## src/dcws_pkg.sv

```systemverilog
// dcws_pkg: types and constants shared by the channel word serializer
// covers command codes, the queue entry format and the chip register map
// no dependencies
package dcws_pkg;

	typedef enum logic [1:0] {
		CMD_FREQ     = 2'd0,
		CMD_AMP      = 2'd1,
		CMD_PHASE    = 2'd2,
		CMD_FREQ_ALL = 2'd3
	} cmd_t;

	// one decoded command waiting for the byte sequencer
	typedef struct packed {
		cmd_t        cmd;
		logic [1:0]  ch;
		logic [31:0] word;   // register data, left aligned, msb first
	} entry_t;

	// register addresses
	localparam logic [7:0] ADDR_CSR = 8'h00;
	localparam logic [7:0] ADDR_FTW = 8'h04;
	localparam logic [7:0] ADDR_POW = 8'h05;
	localparam logic [7:0] ADDR_ACR = 8'h06;

	localparam logic [7:0] CH_SEL_BASE = 8'h10;
	localparam logic [7:0] AMP_ENABLE  = 8'h10;

	// byte positions inside one write
	localparam logic [2:0] BYTE_CSR  = 3'd0;
	localparam logic [2:0] BYTE_SEL  = 3'd1;
	localparam logic [2:0] BYTE_ADDR = 3'd2;
	localparam logic [2:0] BYTE_DATA = 3'd3;

	// index of the final byte of a write per command
	localparam logic [2:0] LAST_FREQ  = 3'd6;
	localparam logic [2:0] LAST_AMP   = 3'd5;
	localparam logic [2:0] LAST_PHASE = 3'd4;

	// configuration register indexes
	localparam logic REG_TUNING_SCALE = 1'b0;
	localparam logic REG_PHASE_SCALE  = 1'b1;

	localparam int QUEUE_DEPTH = 2;

endpackage

```

## src/dcws_front.sv

```systemverilog
// dcws_front: accepts commands, drops absent channels and forms register data
// two stages: operand capture with scaling multiply, then tuning word add
// depends on dcws_pkg
module dcws_front
	import dcws_pkg::*;
#(
	parameter int NUM_CHANNELS = 4
) (
	input  logic        clk,
	input  logic        arst_n,
	input  logic        cmd_valid,
	output logic        cmd_stall,
	input  logic [1:0]  command,
	input  logic [1:0]  channel,
	input  logic [28:0] value,
	input  logic [35:0] tuning_scale,
	input  logic [22:0] phase_scale,
	output logic        push,
	output entry_t      push_entry,
	input  logic        queue_full
);

	logic        valid_s1;
	cmd_t        cmd_s1;
	logic [1:0]  ch_s1;
	logic [28:0] v_s1;

	logic        valid_s2;
	cmd_t        cmd_s2;
	logic [1:0]  ch_s2;
	logic [9:0]  amp_s2;
	logic [60:0] prod_s2;
	logic [31:0] hi_prod_s2;

	logic        accept;
	logic        present;
	logic        move_s1;
	logic [31:0] mul_b;
	logic [60:0] prod;
	logic [32:0] hi_prod;
	logic [31:0] tw;

	assign push      = valid_s2 && !queue_full;
	assign move_s1   = valid_s1 && (!valid_s2 || push);
	assign cmd_stall = valid_s1 && !move_s1;
	assign accept    = cmd_valid && !cmd_stall;

	// all-channel writes always go out, single-channel ones need a fitted channel
	assign present = (cmd_t'(command) == CMD_FREQ_ALL) || (32'(channel) < NUM_CHANNELS);

	always_ff @(posedge clk or negedge arst_n) begin
		if (!arst_n) begin
			valid_s1 <= 1'b0;
		end else if (accept) begin
			valid_s1 <= present;
		end else if (move_s1) begin
			valid_s1 <= 1'b0;
		end
	end

	always_ff @(posedge clk) begin
		if (accept) begin
			cmd_s1 <= cmd_t'(command);
			ch_s1  <= channel;
			v_s1   <= value;
		end
	end

	// shared low multiplier: fractional scale for frequency, phase scale for phase
	assign mul_b   = (cmd_s1 == CMD_PHASE) ? {9'b0, phase_scale} : tuning_scale[31:0];
	assign prod    = 61'(v_s1) * 61'(mul_b);
	assign hi_prod = 33'(v_s1) * 33'(tuning_scale[35:32]);

	always_ff @(posedge clk or negedge arst_n) begin
		if (!arst_n) begin
			valid_s2 <= 1'b0;
		end else if (move_s1) begin
			valid_s2 <= 1'b1;
		end else if (push) begin
			valid_s2 <= 1'b0;
		end
	end

	always_ff @(posedge clk) begin
		if (move_s1) begin
			cmd_s2     <= cmd_s1;
			ch_s2      <= ch_s1;
			amp_s2     <= v_s1[9:0];
			prod_s2    <= prod;
			hi_prod_s2 <= hi_prod[31:0];
		end
	end

	assign tw = hi_prod_s2 + {3'b0, prod_s2[60:32]};

	always_comb begin
		push_entry.cmd = cmd_s2;
		push_entry.ch  = ch_s2;
		unique case (cmd_s2)
			CMD_AMP:   push_entry.word = {8'h00, AMP_ENABLE | {6'b0, amp_s2[9:8]},
				amp_s2[7:0], 8'h00};
			CMD_PHASE: push_entry.word = {prod_s2[31:16], 16'h0000};
			default:   push_entry.word = tw;
		endcase
	end

`ifndef SYNTHESIS
	a_stall_needs_item: assert property (@(posedge clk) disable iff (!arst_n)
		cmd_stall |-> valid_s1)
		else $error("front stalls with an empty first stage");
	a_s2_holds: assert property (@(posedge clk) disable iff (!arst_n)
		valid_s2 && !push |=> valid_s2 && $stable(prod_s2))
		else $error("second stage lost an item waiting for queue space");
`endif

endmodule

```

## src/dcws_queue.sv

```systemverilog
// dcws_queue: short queue of decoded commands between front and back
// depends on dcws_pkg
module dcws_queue
	import dcws_pkg::*;
(
	input  logic   clk,
	input  logic   arst_n,
	input  logic   push,
	input  entry_t push_entry,
	output logic   full,
	input  logic   pop,
	output logic   head_valid,
	output entry_t head
);

	localparam int PTR_W = (QUEUE_DEPTH > 1) ? $clog2(QUEUE_DEPTH) : 1;
	localparam int CNT_W = $clog2(QUEUE_DEPTH + 1);

	entry_t             slot_q [QUEUE_DEPTH];
	logic [PTR_W-1:0]   wr_ptr_q;
	logic [PTR_W-1:0]   rd_ptr_q;
	logic [CNT_W-1:0]   count_q;

	assign full       = (count_q == CNT_W'(QUEUE_DEPTH));
	assign head_valid = (count_q != '0);
	assign head       = slot_q[rd_ptr_q];

	always_ff @(posedge clk) begin
		if (push) begin
			slot_q[wr_ptr_q] <= push_entry;
		end
	end

	always_ff @(posedge clk or negedge arst_n) begin
		if (!arst_n) begin
			wr_ptr_q <= '0;
			rd_ptr_q <= '0;
			count_q  <= '0;
		end else begin
			if (push) begin
				wr_ptr_q <= (wr_ptr_q == PTR_W'(QUEUE_DEPTH - 1)) ? '0 : wr_ptr_q + 1'b1;
			end
			if (pop) begin
				rd_ptr_q <= (rd_ptr_q == PTR_W'(QUEUE_DEPTH - 1)) ? '0 : rd_ptr_q + 1'b1;
			end
			if (push && !pop) begin
				count_q <= count_q + 1'b1;
			end else if (pop && !push) begin
				count_q <= count_q - 1'b1;
			end
		end
	end

`ifndef SYNTHESIS
	a_no_overflow: assert property (@(posedge clk) disable iff (!arst_n)
		!(push && full))
		else $error("push into a full queue");
	a_no_underflow: assert property (@(posedge clk) disable iff (!arst_n)
		pop |-> head_valid)
		else $error("pop from an empty queue");
`endif

endmodule

```

## src/dcws_back.sv

```systemverilog
// dcws_back: walks each queued command through its spi bytes, one per cycle while byte_stall is low
// channel select frame then register frame, repeated per channel for all-channel writes
// depends on dcws_pkg
module dcws_back
	import dcws_pkg::*;
#(
	parameter int NUM_CHANNELS = 4
) (
	input  logic       clk,
	input  logic       arst_n,
	input  logic       head_valid,
	input  entry_t     head,
	output logic       pop,
	output logic       byte_valid,
	input  logic       byte_stall,
	output logic [7:0] spi_byte,
	output logic       frame_start,
	output logic       frame_end,
	output logic       pulse_update,
	output logic       last
);

	localparam logic [1:0] LAST_CH = 2'(NUM_CHANNELS - 1);

	logic [2:0] b_idx_q;
	logic [1:0] w_idx_q;
	logic       out_valid_q;
	logic [7:0] byte_q;
	logic       fs_q;
	logic       fe_q;
	logic       upd_q;
	logic       last_q;

	logic       adv;
	logic [2:0] last_idx;
	logic [1:0] wr_ch;
	logic       last_write;
	logic [1:0] data_k;
	logic [7:0] nxt_byte;
	logic [7:0] data_byte;
	logic [7:0] reg_addr;
	logic       nxt_fs;
	logic       nxt_fe;
	logic       nxt_last;
	logic       end_of_write;

	assign adv = head_valid && (!out_valid_q || !byte_stall);

	always_comb begin
		unique case (head.cmd)
			CMD_AMP: begin
				last_idx = LAST_AMP;
				reg_addr = ADDR_ACR;
			end
			CMD_PHASE: begin
				last_idx = LAST_PHASE;
				reg_addr = ADDR_POW;
			end
			default: begin
				last_idx = LAST_FREQ;
				reg_addr = ADDR_FTW;
			end
		endcase
	end

	assign wr_ch      = (head.cmd == CMD_FREQ_ALL) ? w_idx_q : head.ch;
	assign last_write = (head.cmd != CMD_FREQ_ALL) || (w_idx_q == LAST_CH);
	assign data_k     = 2'(b_idx_q - BYTE_DATA);

	always_comb begin
		case (data_k)
			2'd0:    data_byte = head.word[31:24];
			2'd1:    data_byte = head.word[23:16];
			2'd2:    data_byte = head.word[15:8];
			default: data_byte = head.word[7:0];
		endcase
	end

	always_comb begin
		case (b_idx_q)
			BYTE_CSR:  nxt_byte = ADDR_CSR;
			BYTE_SEL:  nxt_byte = CH_SEL_BASE << wr_ch;
			BYTE_ADDR: nxt_byte = reg_addr;
			default:   nxt_byte = data_byte;
		endcase
	end

	assign end_of_write = (b_idx_q == last_idx);
	assign nxt_fs       = (b_idx_q == BYTE_CSR) || (b_idx_q == BYTE_ADDR);
	assign nxt_fe       = (b_idx_q == BYTE_SEL) || end_of_write;
	assign nxt_last     = end_of_write && last_write;
	assign pop          = adv && nxt_last;

	always_ff @(posedge clk or negedge arst_n) begin
		if (!arst_n) begin
			b_idx_q     <= BYTE_CSR;
			w_idx_q     <= '0;
			out_valid_q <= 1'b0;
		end else begin
			if (adv) begin
				out_valid_q <= 1'b1;
				if (end_of_write) begin
					b_idx_q <= BYTE_CSR;
					w_idx_q <= last_write ? 2'd0 : w_idx_q + 2'd1;
				end else begin
					b_idx_q <= b_idx_q + 3'd1;
				end
			end else if (!byte_stall) begin
				out_valid_q <= 1'b0;
			end
		end
	end

	always_ff @(posedge clk) begin
		if (adv) begin
			byte_q <= nxt_byte;
			fs_q   <= nxt_fs;
			fe_q   <= nxt_fe;
			upd_q  <= nxt_fe && (head.cmd != CMD_PHASE);
			last_q <= nxt_last;
		end
	end

	assign byte_valid   = out_valid_q;
	assign spi_byte     = byte_q;
	assign frame_start  = fs_q;
	assign frame_end    = fe_q;
	assign pulse_update = upd_q;
	assign last         = last_q;

`ifndef SYNTHESIS
	a_byte_idx_range: assert property (@(posedge clk) disable iff (!arst_n)
		b_idx_q <= LAST_FREQ)
		else $error("byte index ran past the longest write");
	a_last_ends_frame: assert property (@(posedge clk) disable iff (!arst_n)
		out_valid_q && (last_q || upd_q) |-> fe_q)
		else $error("last or update flag away from a frame end");
`endif

endmodule

```

## src/dds_channel_word_serializer_core.sv

```systemverilog
// dds channel word serializer: spi byte frames for a four-channel dds
// top level, holds the scale registers and joins front, queue and back
// depends on dcws_pkg, dcws_front, dcws_queue, dcws_back
//
// usage:
//  command channel (cmd_valid/cmd_stall) takes command, channel and value.
//  byte channel (byte_valid/byte_stall) gives one spi byte per transfer with
//  frame_start, frame_end, pulse_update and last flags.
//  cfg_we writes tuning_scale (index 0) or phase_scale (index 1); write only
//  while no command is in flight.
// timing:
//  the first byte passes the first front stage (loaded on the transfer), the
//  second stage, the queue and the byte register. the byte sequencer then
//  gives one byte per cycle while byte_stall is low: a phase command has 5
//  bytes, amplitude 6, frequency 7, all-channel frequency 7 * NUM_CHANNELS;
//  that sequencer sets the rate.
//  commands to an absent channel give no bytes; the front drops them.
//  the front takes commands while bytes wait, until queue and both stages fill.
// reset: clears all valid state and loads the default scales (500 MHz
//  system clock). a stalled byte holds until taken; the stall reaches the
//  command channel only once the queue and front stages are full.
module dds_channel_word_serializer_core
	import dcws_pkg::*;
#(
	parameter int NUM_CHANNELS = 4
) (
	input  logic        clk,
	input  logic        arst_n,
	input  logic        cfg_we,
	input  logic        cfg_index,
	input  logic [35:0] cfg_data,
	input  logic        cmd_valid,
	output logic        cmd_stall,
	input  logic [1:0]  command,
	input  logic [1:0]  channel,
	input  logic [28:0] value,
	output logic        byte_valid,
	input  logic        byte_stall,
	output logic [7:0]  spi_byte,
	output logic        frame_start,
	output logic        frame_end,
	output logic        pulse_update,
	output logic        last
);

	logic [35:0] tuning_scale_q;
	logic [22:0] phase_scale_q;

	logic   push;
	entry_t push_entry;
	logic   queue_full;
	logic   pop;
	logic   head_valid;
	entry_t head;

	always_ff @(posedge clk or negedge arst_n) begin
		if (!arst_n) begin
			tuning_scale_q <= 36'd36893488147;
			phase_scale_q  <= 23'd2982616;
		end else if (cfg_we) begin
			unique case (cfg_index)
				REG_TUNING_SCALE: tuning_scale_q <= cfg_data;
				REG_PHASE_SCALE:  phase_scale_q  <= cfg_data[22:0];
				default:          ;
			endcase
		end
	end

	dcws_front #(
		.NUM_CHANNELS (NUM_CHANNELS)
	) u_front (
		.clk          (clk),
		.arst_n       (arst_n),
		.cmd_valid    (cmd_valid),
		.cmd_stall    (cmd_stall),
		.command      (command),
		.channel      (channel),
		.value        (value),
		.tuning_scale (tuning_scale_q),
		.phase_scale  (phase_scale_q),
		.push         (push),
		.push_entry   (push_entry),
		.queue_full   (queue_full)
	);

	dcws_queue u_queue (
		.clk        (clk),
		.arst_n     (arst_n),
		.push       (push),
		.push_entry (push_entry),
		.full       (queue_full),
		.pop        (pop),
		.head_valid (head_valid),
		.head       (head)
	);

	dcws_back #(
		.NUM_CHANNELS (NUM_CHANNELS)
	) u_back (
		.clk          (clk),
		.arst_n       (arst_n),
		.head_valid   (head_valid),
		.head         (head),
		.pop          (pop),
		.byte_valid   (byte_valid),
		.byte_stall   (byte_stall),
		.spi_byte     (spi_byte),
		.frame_start  (frame_start),
		.frame_end    (frame_end),
		.pulse_update (pulse_update),
		.last         (last)
	);

endmodule
```

## config.mk

```make
export PLATFORM = sky130hd
export DESIGN_NAME = dds_channel_word_serializer_core
export DESIGN_NICKNAME = d
export VERILOG_FILES = /design/src/dcws_pkg.sv /design/src/dcws_front.sv /design/src/dcws_queue.sv /design/src/dcws_back.sv /design/src/dds_channel_word_serializer_core.sv
export SDC_FILE = /design/constraint.sdc
export NUM_CORES = 2
export LEC_CHECK = 0
export BUFFER_PORTS_ARGS = -buffer_cell sky130_fd_sc_hd__buf_2
export CAP_MARGIN = 20
export CORE_MARGIN = 3
export CORE_UTILIZATION = 35
export DETAILED_ROUTE_END_ITERATION = 8
export GPL_TIMING_DRIVEN = 0
export PLACE_DENSITY_LB_ADDON = 0.1
export RECOVER_POWER = 100
export SYNTH_ARGS = -nofsm -noshare
export SYNTH_HDL_FRONTEND = slang
export SYNTH_HIERARCHICAL = 1
export SYNTH_SLANG_ARGS = --single-unit
```

## constraint.sdc

```tcl
create_clock -name clk -period 8.7 [get_ports clk]
set_clock_uncertainty 0.05 [all_clocks]
set_input_delay 0.435 -clock clk [delete_from_list [all_inputs] [get_ports clk]]
set_output_delay 0.435 -clock clk [all_outputs]
set_load 0.01 [all_outputs]
```

==> results.sh <==
export IMPL_outcome="finished, violations left"
export IMPL_violations="capacitance limit, slew limit"
export IMPL_grt_util_all_layers_pct=25.8
export IMPL_min_period_ns=8.59
export IMPL_fmax_ghz=0.116
export IMPL_firstDrtPassIters=6
export IMPL_cts_tree="done"
export IMPL_clock_root_buffer="clkbuf_16"
export IMPL_mostFrequentLayoutCells="inv_1 (905), fa_1 (846), nand2_1 (569), and2_1 (455), ha_1 (302)"
export IMPL_overflow=0
export IMPL_whs_ns=0.0360
export IMPL_postSynthRegisterBits=279
export IMPL_slew_violations=157
export IMPL_cts_buffers=37
export IMPL_wl_per_cell_um=26.3
export IMPL_synth_async_reset_ratio_pct=25.4
export IMPL_slew_headroom_pct=-123
export IMPL_syn_area_um2=46300
export IMPL_die_x_um=370
export IMPL_grt_max_degree=52
export IMPL_coreArea_um2=130000
export IMPL_core_rowCount=132
export IMPL_cap_violations=7
export IMPL_synth_nets=5910
export IMPL_grt_pass1_vias=35800
export IMPL_grt_pass1_wl_um=252000
export IMPL_critPathKind="flop to flop"
export IMPL_wirelength_um=175000
export IMPL_clockBufferDepth=3
export IMPL_synth_edf_count=208
export IMPL_synthCells=4651
export IMPL_drc=0
export IMPL_place_congestion=0.943
export IMPL_ys_flop_type="edfxtp_1"
export IMPL_insertion_delay_ns=0.60
export IMPL_dieArea_um2=137000
export IMPL_min_path_type="primary input to flop"
export IMPL_io_buffers=88
export IMPL_synthDistinctLibCells=88
export IMPL_nets=6149
export IMPL_crit_fanout=10
export IMPL_area_delta_synth_final_pct=13.9
export IMPL_yosysWarnings=6
export IMPL_cp_end_kind="flop"
export IMPL_synth_seq_area_share_pct=17.4
export IMPL_antenna_found_initial=37
export IMPL_finalCritPeriodShare_pct=98.8
export IMPL_ioPinCount=89
export IMPL_drive_gt1_share_pct=11.3
export IMPL_cts_sinks=279
export IMPL_h_tree_depth=2
export IMPL_crit_arrival_ns=8.87
export IMPL_setup_viol=0
export IMPL_fp_dieH_um=370
export IMPL_final_core_util_pct=40.4
export IMPL_crit_required_ns=8.98
export IMPL_dp_hpwl_um=142000
export IMPL_via_count=34300
export IMPL_final_common_cell="inv_1"
export IMPL_path_clk_slew_ns=0.06
export IMPL_rsz0062_at_grt="true"
export IMPL_via_per_inst=5.13
export IMPL_setup_tns_final_ns=0
export IMPL_startpoint_type="flop"
export IMPL_hold_violations=0
export IMPL_avgSynthCellArea_um2=9.95
export IMPL_worst_pin_slew_ns=3.35
export IMPL_antenna_left=0
export IMPL_start_util_pct=35.5
export IMPL_initialDrtViolationCount=2636
[critical path, cell delays in order (launching register included)]
cell	delay [ns]
edfxtp_1	0.41
clkbuf_1	0.75
clkbuf_2	0.56
nand2_1	0.15
fa_1	0.52
inv_1	0.06
fa_1	0.56
inv_1	0.06
fa_1	0.50
inv_1	0.06
fa_1	0.55
fa_1	0.43
fa_1	0.51
fa_1	0.43
ha_1	0.42
ha_4	0.37
and4_1	0.24
nand2_1	0.08
or2_2	0.39
a2111oi_4	0.30
buf_6	0.18
nor2_2	0.04
a21oi_2	0.13
buf_4	0.17
a21oi_2	0.08
o211a_1	0.27
[flip-flops by register name, indices dropped and copies added (netlist names), 2 cells and up]
register,flops
phase_scale_q,23
tuning_scale_q,36
u_back/b_idx_q,3
u_back/spi_byte,8
u_back/w_idx_q,2
u_front/amp_s2,10
u_front/ch_s1,2
u_front/ch_s2,2
u_front/cmd_s1,2
u_front/cmd_s2,2
u_front/hi_prod_s2,32
u_front/prod_s2,45
u_front/v_s1,29
u_queue/count_q,2
u_queue/slot_q,72
[per-stage QoR]
stage,cell area [um^2],std cells,setup slack [ns]
2_1_floorplan,46300,4651,0.400
3_3_place_gp,48900,6481,-4.08
3_5_place_dp,49600,6516,-2.48
4_1_cts,52400,6635,-0.000778
5_1_grt,52700,6663,-0.0823
6_report,52700,6676,0.107
[worst paths after layout]
path                                       startpoint                              to  slack (ns)  cells past startpoint
min                                      cfg_data[11]  tuning_scale_q[11]$_DFFE_PN0P_        0.04                      2
max                        u_front/v_s1[16]$_DFFE_PP_   u_front/prod_s2[60]$_DFFE_PP_        0.11                     25
min reg2reg                u_front/ch_s1[0]$_DFFE_PP_      u_front/ch_s2[0]$_DFFE_PP_        0.37                      0
min in group asynchronous                      arst_n  tuning_scale_q[30]$_DFFE_PN0P_        0.70                      2
max reg2reg                u_front/v_s1[16]$_DFFE_PP_   u_front/prod_s2[60]$_DFFE_PP_        0.11                     25
max in group asynchronous                      arst_n  tuning_scale_q[19]$_DFFE_PN0P_        4.04                      3
[cells by family (layout without fill, tap and decap cells)]
logic type	Yosys count	count (layout)	share of synthesized area, %
buffers and inverters	1175	1443	9.86
other	0	15	0
XOR/XNOR	100	100	1.95
AO/OA/AOI/OAI	415	415	6.16
AND/OR/NAND/NOR	1371	1371	15.1
adder cells (fa/ha/maj)	1184	1184	45.9
flip-flops	279	279	17.4
multiplexers	127	127	3.58
[metal layers]
| layer | GRT usage [%] | vias to the layer above | routed length [um] |
|---|---|---|---|
| li1 | - | 14900 | - |
| met2 | 41.5 | 1111 | 80800 |
| met4 | 9.70 | 0 | 8000 |
| met1 | 35.6 | 18000 | 75600 |
| met5 | 0 | - | 0 |
| met3 | 3.26 | 273 | 11100 |
[cell usage after synthesis (all sizes together) (17+ instances only)]
cell | n | area [um^2]
inv | 905 | 3400
fa | 859 | 17200
nand2 | 572 | 2150
and2 | 474 | 2970
ha | 325 | 4070
clkbuf | 243 | 912
edfxtp | 208 | 6250
mux2 | 121 | 1600
a21oi | 120 | 604
and3 | 108 | 676
nor2 | 68 | 255
xnor2 | 67 | 613
a21o | 63 | 473
o21ai | 63 | 315
dfrtp | 45 | 1130
xor2 | 33 | 289
buf | 26 | 244
dfstp | 26 | 683
nand3 | 25 | 135
nor3 | 24 | 120
nor2b | 23 | 151
a22o | 20 | 175
nand4 | 17 | 113
or3 | 17 | 111
[cell type report]
| type | instances | area, um^2 |
|---|---|---|
| multi-input cells | 3197 | 34100 |
| repair buffers | 225 | 1870 |
| inverters | 906 | 3400 |
| plain buffers | 244 | 1670 |
| diodes | 15 | 37.5 |
| flip-flops and latches | 279 | 8060 |
| clock buffers | 52 | 1150 |
| well taps | 1742 | 2180 |
| clock inverters | 16 | 241 |
| fillers | 13100 | 77800 |
[repair_timing]
item / in CTS / in global routing
pin swaps: 20 / 53
cloned: 1 / 1
resized for setup: 273 / 186
hold buffers: 56 / 0
endpoints found under the setup margin: 45 / 28
setup buffers: 19 / 24
hold endpoints to repair: 79 / 0
Power is not shown: default switching activity piles up to over one toggle a cycle in this logic, so the estimate is an artifact.
